<file path="config.mk">
export PLATFORM = sky130hd
export DESIGN_NAME = a64_data_proc_immediate_exec_top
export DESIGN_NICKNAME = d
export VERILOG_FILES = /design/src/rtl/a64dpi_pkg.sv /design/src/rtl/a64_data_proc_immediate_exec_top.sv /design/src/rtl/a64dpi_regs.sv /design/src/rtl/a64dpi_alu.sv
export SDC_FILE = /design/constraint.sdc
export NUM_CORES = 2
export LEC_CHECK = 0
export ABC_AREA = 0
export BUFFER_PORTS_ARGS = -buffer_cell sky130_fd_sc_hd__buf_2
export CAP_MARGIN = 5
export CORE_ASPECT_RATIO = 0.75
export CORE_MARGIN = 1.5
export CORE_UTILIZATION = 35
export CTS_BUF_LIST = sky130_fd_sc_hd__clkbuf_2
export CTS_CLUSTER_SIZE = 30
export DETAILED_ROUTE_END_ITERATION = 10
export PLACE_DENSITY_LB_ADDON = 0.05
export SYNTH_ARGS = -nofsm -noshare
export SYNTH_HDL_FRONTEND = slang
export SYNTH_SLANG_ARGS = --single-unit
export TNS_END_PERCENT = 50
</file>
<file path="constraint.sdc">
create_clock -name clk -period 7.7 [get_ports clk]
set_input_delay 0.77 -clock clk [delete_from_list [all_inputs] [get_ports clk]]
set_output_delay 0.77 -clock clk [all_outputs]
set_load 0.01 [all_outputs]
</file>
<file path="src/rtl/a64dpi_pkg.sv">
// Shared types and encodings of the A64 data-processing-immediate executor.
// No dependencies.
package a64dpi_pkg;

  localparam int NUM_REGS  = 32;
  localparam int REG_IDX_W = $clog2(NUM_REGS);
  localparam int XLEN      = 64;

  localparam logic [2:0] OPI_ARITH = 3'd2;
  localparam logic [2:0] OPI_WIDE  = 3'd5;

  localparam logic [1:0] OPC_MOVN = 2'd0;
  localparam logic [1:0] OPC_BAD  = 2'd1;
  localparam logic [1:0] OPC_MOVZ = 2'd2;
  localparam logic [1:0] OPC_MOVK = 2'd3;

  localparam logic [XLEN-1:0] MASK_W32 = 64'h0000_0000_FFFF_FFFF;
  localparam logic [XLEN-1:0] MASK_HW  = 64'h0000_0000_0000_FFFF;

  // one executed instruction: write-back plus flags after it
  typedef struct packed {
    logic [REG_IDX_W-1:0] dest;
    logic [XLEN-1:0]      value;
    logic                 we;
    logic                 fu;
    logic [3:0]           nzcv;   // N=3 Z=2 C=1 V=0
  } result_t;

endpackage

</file>
<file path="src/rtl/a64_data_proc_immediate_exec_top.sv">
// A64 data-processing-immediate executor (add/sub immediate, move wide): top level.
// Uses a64dpi_pkg, a64dpi_alu and a64dpi_regs.
//
// Takes one instruction word per beat and returns one result beat per word: the
// register written, the width-masked value, and the NZCV flags after the
// instruction. Sustained rate is one instruction per cycle while out_ready is
// high. A word waits in the input register, then its result is registered in the
// result register, where out_valid rises and the beat can be taken. The
// register file and flags are written at the same edge the result is registered,
// so a dependent instruction can follow in the very next cycle. When out_ready is
// low, one more instruction is taken into the input register before in_ready drops.
module a64_data_proc_immediate_exec_top (
  input  logic        clk,
  input  logic        rst,
  input  logic        in_valid,
  output logic        in_ready,
  input  logic [31:0] instr_word,
  output logic        out_valid,
  input  logic        out_ready,
  output logic [4:0]  dest_index,
  output logic [63:0] write_value,
  output logic        write_enable,
  output logic        flags_updated,
  output logic        flag_negative,
  output logic        flag_zero,
  output logic        flag_carry,
  output logic        flag_overflow
);
  import a64dpi_pkg::*;

  logic                 inst_valid;
  logic [31:0]          inst;
  logic                 exec_fire;
  logic [REG_IDX_W-1:0] src_addr;
  logic [XLEN-1:0]      src_data;
  logic [3:0]           flags;
  result_t              res_next;
  result_t              res;

  assign exec_fire = inst_valid && (!out_valid || out_ready);
  assign in_ready  = !inst_valid || exec_fire;

  always_ff @(posedge clk) begin
    if (rst) begin
      inst_valid <= 1'b0;
      out_valid  <= 1'b0;
    end else begin
      if (in_ready) begin
        inst_valid <= in_valid;
      end
      if (exec_fire) begin
        out_valid <= 1'b1;
      end else if (out_ready) begin
        out_valid <= 1'b0;
      end
    end
  end

  always_ff @(posedge clk) begin
    if (in_valid && in_ready) begin
      inst <= instr_word;
    end
    if (exec_fire) begin
      res <= res_next;
    end
  end

  a64dpi_alu u_alu (
    .instr    (inst),
    .src_addr (src_addr),
    .src_data (src_data),
    .flags    (flags),
    .res      (res_next)
  );

  a64dpi_regs u_regs (
    .clk     (clk),
    .rst     (rst),
    .rd_addr (src_addr),
    .rd_data (src_data),
    .flags   (flags),
    .wr_fire (exec_fire),
    .wr      (res_next)
  );

  assign dest_index    = res.dest;
  assign write_value   = res.value;
  assign write_enable  = res.we;
  assign flags_updated = res.fu;
  assign flag_negative = res.nzcv[3];
  assign flag_zero     = res.nzcv[2];
  assign flag_carry    = res.nzcv[1];
  assign flag_overflow = res.nzcv[0];

endmodule

</file>
<file path="src/rtl/a64dpi_regs.sv">
// Architectural state: 32 x 64-bit register file and NZCV flags.
// Depends on a64dpi_pkg.
module a64dpi_regs (
  input  logic                         clk,
  input  logic                         rst,
  input  logic [a64dpi_pkg::REG_IDX_W-1:0] rd_addr,
  output logic [a64dpi_pkg::XLEN-1:0]  rd_data,
  output logic [3:0]                   flags,
  input  logic                         wr_fire,
  input  a64dpi_pkg::result_t          wr
);
  import a64dpi_pkg::*;

  logic [XLEN-1:0] reg_file [NUM_REGS];

  assign rd_data = reg_file[rd_addr];

  always_ff @(posedge clk) begin
    if (rst) begin
      for (int i = 0; i < NUM_REGS; i++) begin
        reg_file[i] <= '0;
      end
      flags <= '0;
    end else if (wr_fire) begin
      if (wr.we) begin
        reg_file[wr.dest] <= wr.value;
      end
      if (wr.fu) begin
        flags <= wr.nzcv;
      end
    end
  end

endmodule

</file>
<file path="src/rtl/a64dpi_alu.sv">
// Decode and execute of add/sub immediate and move wide, combinational.
// Depends on a64dpi_pkg.
module a64dpi_alu (
  input  logic [31:0]                      instr,
  output logic [a64dpi_pkg::REG_IDX_W-1:0] src_addr,
  input  logic [a64dpi_pkg::XLEN-1:0]      src_data,
  input  logic [3:0]                       flags,
  output a64dpi_pkg::result_t              res
);
  import a64dpi_pkg::*;

  logic            sf;
  logic [1:0]      opc;
  logic [2:0]      opi;
  logic [XLEN-1:0] wmask;
  logic [XLEN-1:0] a;
  logic [XLEN-1:0] imm;
  logic [XLEN-1:0] b;
  logic            sub;
  logic [XLEN:0]   sum;
  logic [XLEN-1:0] arith_val;
  logic            sa, sb, sr, c_out;
  logic [5:0]      pos;
  logic [XLEN-1:0] placed;
  logic [XLEN-1:0] keep;
  logic [XLEN-1:0] wide_val;

  assign sf  = instr[31];
  assign opc = instr[30:29];
  assign opi = instr[25:23];

  assign wmask = sf ? '1 : MASK_W32;

  // movk reads rd, add/sub reads rn
  assign src_addr = (opi == OPI_ARITH) ? instr[9:5] : instr[4:0];
  assign a        = src_data & wmask;

  // add/sub: subtract as a + ~imm + 1 within the width
  assign imm = instr[22] ? {40'd0, instr[21:10], 12'd0} : {52'd0, instr[21:10]};
  assign sub = opc[1];
  assign b   = sub ? (~imm & wmask) : imm;
  assign sum = {1'b0, a} + {1'b0, b} + {{XLEN{1'b0}}, sub};
  assign arith_val = sum[XLEN-1:0] & wmask;

  assign c_out = sf ? sum[XLEN] : sum[32];
  assign sa    = sf ? a[XLEN-1] : a[31];
  assign sb    = sf ? b[XLEN-1] : b[31];
  assign sr    = sf ? arith_val[XLEN-1] : arith_val[31];

  // move wide
  assign pos    = {instr[22:21], 4'b0000};
  assign placed = {48'd0, instr[20:5]} << pos;
  assign keep   = ~(MASK_HW << pos);

  always_comb begin
    case (opc)
      OPC_MOVN: wide_val = ~placed & wmask;
      OPC_MOVZ: wide_val = placed & wmask;
      OPC_MOVK: wide_val = ((a & keep) | placed) & wmask;
      default:  wide_val = '0;
    endcase
  end

  always_comb begin
    res.dest  = instr[4:0];
    res.value = '0;
    res.we    = 1'b0;
    res.fu    = 1'b0;
    res.nzcv  = flags;
    case (opi)
      OPI_ARITH: begin
        res.value = arith_val;
        res.we    = 1'b1;
        if (opc[0]) begin
          res.fu   = 1'b1;
          res.nzcv = {sr, (arith_val == '0), c_out, ((sa == sb) && (sr != sa))};
        end
      end
      OPI_WIDE: begin
        if (opc != OPC_BAD) begin
          res.value = wide_val;
          res.we    = 1'b1;
        end
      end
      default: begin
        res.we = 1'b0;
      end
    endcase
  end

endmodule

</file>
After elaboration in Yosys (flattened, before gate mapping) --
Memory sizes are Yosys's and may differ from the RTL's. Cells that the tools add are included.
Storage, ports and cells: register bits 113, memory bits (writable) 2048, bits of input ports 36, output and inout bits 77, word-level logic and storage cells 69, memories 1
Memory list:
- u_regs.reg_file | depth 32, bits a word 64, rd ports 1, clocked after memory_dff 0, wr ports 32, RTL line a64dpi_regs.sv:14 | logic [XLEN-1:0] reg_file [NUM_REGS];
Operators by class: $add $sub $neg 2, equality and inequality tests 7, shifts and indexed selects 2, multiplexer cells 25, bitwise operators 11, reductions and logical operators 12
Operator list (count):
- $and 64x64->64 | 7
- $mux 64 | 3
- $not 64->64 | 3
- $pmux 64 s3 | 1
- $pmux 64 s2 | 1
- $add 64x64->65 | 1
- $add 65x1->65 | 1
- $mux 65 | 1
- $logic_not 64->1 | 1
- $or 64x64->64 | 1
- $reduce_or 64->1 | 1
- $shl 16x6->64 | 1
- $shl 16x6->64 const A | 1
- $mux 24 | 1
- $mux 5 | 4
- $mux 1 | 13
- $eq 2x2->1 const B | 2
- $eq 3x2->1 const B | 1
- $eq 3x3->1 const B | 1
- $logic_and 1x1->1 | 3
- $logic_not 1->1 | 2
- $logic_not 2->1 | 1
- $logic_or 1x1->1 | 2
- $ne 2x1->1 const B | 1
- 5 further kinds | 5

Logic depth before layout (Yosys ltp) --
An unclocked memory read counts as a cell.
depth in word-level cells 16, depth in mapped cells 30, mapped depth without buffers 22

By module --
Synthesis repeated with hierarchy kept, for this count alone.
Second synthesis, totals: cells, all modules 7134, area, all modules 102338.2 um^2
By module, submodules not included:
- a64dpi_regs | instances 1, cells each 5773, area an instance 91622.9 um^2, sequential area each 61579.1 um^2
- a64dpi_alu | instances 1, cells each 1244, area an instance 7398.3 um^2, sequential area each 0.0 um^2
- a64_data_proc_immediate_exec_top | instances 1, cells each 117, area an instance 3316.9 um^2, sequential area each 3253.1 um^2

Worst setup path after synthesis --
No wires, ideal clock.
path kind flip-flop to flip-flop, from register inst[25], to memory u_regs.reg_file[11][33] (data pin), setup time 265 ps, arrival time 5891 ps, required time 7435 ps, path slack 1544 ps, stages on the path, launching flop included 29, path buffers 8, period minus slack after synthesis 6156 ps, cell sequence edfxtp_1 or3b_1 buf_6 mux2_4 buf_2 clkbuf_1 clkbuf_1 clkbuf_1 clkbuf_1 nand3_1 a311oi_1 a31oi_1 a21oi_1 inv_1 ha_1 or3_1 a31o_2 nand4_1 a21boi_0 nor3b_1 nor2_1 or3_1 clkbuf_1 a21boi_1 xnor2_1 and3_1 a21oi_1 buf_2 nor2_1
RTL lines:
- start: declaration | RTL line a64_data_proc_immediate_exec_top.sv:32 | logic [31:0] inst;
- start signal: assignment | RTL line a64_data_proc_immediate_exec_top.sv:61 | inst <= instr_word;
- end: declaration | RTL line a64dpi_regs.sv:14

==> summary by stage <==
Final layout
The flip-flop and latch area is 64700 sq um. The synthesis-to-finish area growth is 16.5%. The total area of multi-input combinational cells is roughly 35000 sq um. The number of filler cells placed in the layout is approximately 29000. The number of nets in the layout is 11000. The share of cells above drive strength 1 is 0.183. The final cell area excluding filler cells is 120000 sq um.

The final standard cell utilization of the core is 0.409.

Power and ir drop
The power share of the clock group is 0.317. The sequential power share is 0.499. The worst-case IR drop observed on VDD is 152 uV. The combinational share of power is 0.184. The internal power of the cells totals between 15 and 20 mW.

The ratio of total power to cell area is about 220 nW/um^2. The analysis attributes to net switching a power of 8.71 mW. The cell leakage power is 44.6 nW. Of the total power, the share spent switching nets is 0.325. The final total power is 26.8 mW.

STA
The tightest hold path in the finished design has a slack of 0.222 ns. The top achievable clock speed is 133 MHz. The final hold violation count is 0. The worst clock skew on the final layout is 0.256 ns. The max-slew violation total from the final report came to 0. The transition time at the pin with the least slew margin is 1.27 ns. The final clock period utilization by the worst path is 0.973. Summed over all failing endpoints, the final setup total negative slack is 0 ns.

The time the worst path needs with I/O delays and setup is approximately 7.5 ns. The relative slew slack is 0.145. The total setup violations reported at the end of the flow is 0.

Min path
The tightest min-delay check is of the in -> reg type.

Floorplan
In this run the count of I/O pins placed on the die edge is approximately 110. The region available for standard cell placement spans between 200000 and 300000 sq um. The die area is roughly 300000 sq um. From bottom edge to top edge, the die measures 472 microns. The initialized floorplan defines 172 standard-cell rows. Measured along the x axis, the die boundary spans 629 microns. The initial utilization of the core area, before any placement, comes to 0.351.

Setup path
The critical path launch point is inst[23]. The worst setup path is of the reg -> reg kind. The capturing point of the worst reg2reg path is flag_zero. The endpoint class of the critical path is a flip-flop. The largest driver fanout on the critical path is 46.

The cell that appears most often on the critical path is sky130_fd_sc_hd__buf_4. In this design, the stage delay of the slowest critical-path cell is 0.54 ns. The worst path arrival time is approximately 9 ns. For the worst setup path, the data required time is 9.37 ns. The startpoint identified for the worst register-to-register timing path is inst[23]. The cell with the largest stage delay on the worst path is sky130_fd_sc_hd__xor2_1. Counting cells, the worst reg-to-reg path comes to 29. The startpoint kind of the worst setup timing path is a flip-flop. The capturing element of the worst setup path is flag_zero.

Setup slack on the worst reg-to-reg path comes out at 0.21 ns.

Yosys
Of the total synthesized cell area, the portion taken by XOR and XNOR cells is 0.00546. The cell area that synthesis handed to floorplanning was 103000 sq um. Of the post-synthesis cell area, the part taken by muxes is 0.00529. The sequential area share after synthesis is 0.630. By area, the combinational part of the netlist is dominated by simple AND/OR/NAND/NOR gates. In the synthesized netlist the async set-or-reset flop fraction comes to 0. When the netlist entered floorplanning its net count stood at 10300. The number of enable-type register cells in the synthesized netlist is 2152. The post-synthesis simple-gate area fraction is 0.235. The synthesis warning total is 0. The most instantiated flip-flop cell in the synthesis netlist is sky130_fd_sc_hd__edfxtp_1. After synthesis, the mean cell area works out to between 10 and 15 sq um. The area fraction in compound gates after synthesis is 0.0724. The count of different cell masters after synthesis is 88. After technology mapping, the gate count stands at 10200.

Of the total synthesized cell area, the portion taken by full adders, half adders and majority gates is 0.00787. After synthesis the netlist holds a flip-flop and latch count of 2158.

CTS
The clock passes through at most 4 buffers. The clock tree from TritonCTS is done. The count of clock tree sinks is 2158. In this run, CTS created clock tree buffers numbering between 500 and 600. The number of levels in the clock H-tree is 6. Clock latency on the worst-skew pair, taken at its later pin, is 2.05 ns.

The post-CTS clock slew at the launch and capture registers of the worst setup and hold paths is about 0.10 ns. The root buffer selected by CTS is sky130_fd_sc_hd__clkbuf_2.

Job
The number of violations of the max-capacitance limit is 0.

Routing
The number of iterations in the first detailed-routing pass is 5. For this run, design rule violations remaining after detail routing come to 0. The via density per instance is around 5.7. The violation count after the first detailed-route iteration is between 10000 and 15000. The count of vias placed by the detailed router is between 80000 and 90000. The wire length per cell after detailed routing is between 30 and 40 microns. The remaining antenna violation count after routing is 0. The total wire length is 485000 microns.

Placed design
The standard cell area after detailed placement is approximately 110000 sq um. At the end of routability-driven placement, the weighted congestion stood at 0.922. The number of port buffers is between 100 and 150. The HPWL reported at the end of detailed placement is 274000 microns.

Global routing
The first global-routing pass estimated 663000 microns of wire. The initial antenna violation count came to 19. The number of global-route vias before repair is 82900. The pin count of the biggest net entering global routing is 68. The total overflow left after global routing is 0. For this run, the total global-route usage over all layers was measured as 0.317.

Status
The flow ran to the end, and the final reports show no timing, DRC or antenna violations.
-- power groups by stage --
stage	Combinational [mW]	Sequential [mW]	Clock, mW
global placement	4.77	13.6	0
detailed placement	4.76	13.6	0
floorplan	2.26	13.6	0
global route	5.17	13.4	9.21
finish	4.94	13.4	8.49
CTS	4.83	13.4	8.66
-- layout by cell type, fill, tap and decap left out, types with 19 or more instances in the layout --
master                          synthesis  routed
sky130_fd_sc_hd__nand2_4                0      30
sky130_fd_sc_hd__nor2_1              2173    2167
sky130_fd_sc_hd__a31oi_1               61      60
sky130_fd_sc_hd__buf_2                320     109
sky130_fd_sc_hd__nand2_1             2184    2154
sky130_fd_sc_hd__inv_1                106     104
sky130_fd_sc_hd__buf_12                 0     148
sky130_fd_sc_hd__a21o_1                53      51
sky130_fd_sc_hd__nor2b_1               26      24
sky130_fd_sc_hd__o21ai_0              107     101
sky130_fd_sc_hd__a21oi_1              165     139
sky130_fd_sc_hd__and3_1               146     146
sky130_fd_sc_hd__ha_1                  63      62
sky130_fd_sc_hd__edfxtp_1            2152    2152
sky130_fd_sc_hd__nand3_1             1061    1059
sky130_fd_sc_hd__xnor2_1               47      47
sky130_fd_sc_hd__buf_4                  0     682
sky130_fd_sc_hd__dlygate4sd3_1          0      96
sky130_fd_sc_hd__nand4_1               35      35
sky130_fd_sc_hd__nor3_1                38      37
sky130_fd_sc_hd__a311oi_1             339     338
sky130_fd_sc_hd__a221o_1               24      24
sky130_fd_sc_hd__mux2i_1               22      19
sky130_fd_sc_hd__a221oi_1              30      29
sky130_fd_sc_hd__a211oi_1              25      24
sky130_fd_sc_hd__clkinv_1               0      64
sky130_fd_sc_hd__nand2b_4               0      32
sky130_fd_sc_hd__clkbuf_2               0     860
sky130_fd_sc_hd__a21oi_4                0      22
-- cells in the mapped netlist (7+ instances only) --
cell type,count,share of area
sky130_fd_sc_hd__a21boi_0,7,0.00051
sky130_fd_sc_hd__buf_1,86,0.0031
sky130_fd_sc_hd__o21a_1,16,0.0012
sky130_fd_sc_hd__nor3_1,38,0.0019
sky130_fd_sc_hd__a21o_1,53,0.0039
sky130_fd_sc_hd__or3_1,12,0.00073
sky130_fd_sc_hd__o31ai_1,9,0.00066
sky130_fd_sc_hd__a32oi_1,22,0.0019
sky130_fd_sc_hd__ha_1,63,0.0077
sky130_fd_sc_hd__mux4_2,8,0.0018
sky130_fd_sc_hd__a22oi_1,23,0.0017
sky130_fd_sc_hd__xnor2_1,47,0.0040
sky130_fd_sc_hd__a31oi_1,61,0.0037
sky130_fd_sc_hd__xor2_1,17,0.0014
sky130_fd_sc_hd__o21ai_0,107,0.0052
sky130_fd_sc_hd__a221oi_1,30,0.0026
sky130_fd_sc_hd__o211ai_1,18,0.0013
sky130_fd_sc_hd__nand3_1,1061,0.052
sky130_fd_sc_hd__nor2b_1,26,0.0016
sky130_fd_sc_hd__mux2_2,10,0.0011
sky130_fd_sc_hd__a221o_1,24,0.0023
sky130_fd_sc_hd__a311o_1,13,0.0013
sky130_fd_sc_hd__nor2_1,2173,0.079
sky130_fd_sc_hd__nand4_1,35,0.0021
sky130_fd_sc_hd__mux2i_1,22,0.0021
sky130_fd_sc_hd__o21bai_1,13,0.00095
sky130_fd_sc_hd__nor3b_1,7,0.00051
sky130_fd_sc_hd__and2_1,13,0.00079
sky130_fd_sc_hd__a21oi_1,165,0.0080
sky130_fd_sc_hd__nand2b_1,48,0.0029
sky130_fd_sc_hd__or2_2,9,0.00055
sky130_fd_sc_hd__buf_2,320,0.016
sky130_fd_sc_hd__and3_1,146,0.0089
sky130_fd_sc_hd__or4_1,8,0.00058
sky130_fd_sc_hd__a311oi_1,339,0.029
sky130_fd_sc_hd__nand2_1,2184,0.080
sky130_fd_sc_hd__clkbuf_1,573,0.021
sky130_fd_sc_hd__edfxtp_1,2152,0.63
sky130_fd_sc_hd__nor4_1,19,0.0012
sky130_fd_sc_hd__inv_1,106,0.0039
sky130_fd_sc_hd__a211oi_1,25,0.0018
-- routing by layer --
layer  share of wire  global-route usage  wire length, microns
met1            0.43               0.446                207000
met2            0.45               0.498                219000
met3           0.086              0.0519                 41800
met4           0.035               0.107                 16800
met5         0.00017                   0                    80
-- sequential cells by signal, summed over array words and instances (netlist names) --
register,cells
u_regs.reg_file,2048
write_value,64
inst,29
dest_index,5
u_regs.flags,4
flag_carry,1
flag_negative,1
flag_overflow,1
flag_zero,1
flags_updated,1
inst_valid,1
out_valid,1
write_enable,1
-- what timing repair did --
action	in CTS	in global routing
cloned	0	4
pin swaps	0	3
hold endpoints to repair	264	0
setup endpoints to repair	19	41
gates resized for setup	2	27
setup buffers	5	9
hold buffers	96	0
-- worst min path at each step --
stage                     from         endpoint  slack, ns  cells past startpoint
6_report        instr_word[21]         inst[21]       0.22                      3
5_1_grt         instr_word[21]         inst[21]       0.04                      3
4_1_cts         instr_word[21]         inst[21]       0.02                      3
3_5_place_dp   u_regs.flags[1]  u_regs.flags[1]       0.49                      2
3_3_place_gp   u_regs.flags[3]  u_regs.flags[3]       0.48                      2
2_1_floorplan          inst[1]    dest_index[1]       0.42                      0
-- cell type report --
class                   count  share of cell area
repair buffers           1043              0.0818
clock inverters           107             0.00617
diodes                     15            0.000314
flip-flops and latches   2158               0.541
multi-input cells        6971               0.290
well taps                3915              0.0409
inverters                 107             0.00342
clock buffers             860              0.0360
-- critical path, delay by kind of cell, from the launching register on --
kind                     cells  cell delay [ns]
XOR/XNOR                     1             0.54
adder cells (fa/ha/maj)      1             0.35
buffers and inverters        8             1.82
flip-flops                   1             0.49
AND/OR/NAND/NOR             10             2.01
AO/OA/AOI/OAI                9             1.85
-- kinds of logic (layout without fill, tap and decap cells) --
logic type               after synthesis  in the layout
flip-flops                          2158           2158
other                                  0             15
multiplexers                          42             42
AND/OR/NAND/NOR                     5803           5804
adder cells (fa/ha/maj)               64             64
AO/OA/AOI/OAI                        997            997
buffers and inverters               1089           2117
XOR/XNOR                              64             64
-- per-stage QoR --
stage | worst slack (ns) | instances
after floorplan | 1.54 | 10200
after global placement | -0.152 | 14100
after detailed placement | -0.187 | 14100
after CTS | 0.0390 | 15100
after global routing | -0.0177 | 15200
final | 0.207 | 15200
Note: power is estimated with default switching activity, not from simulation.
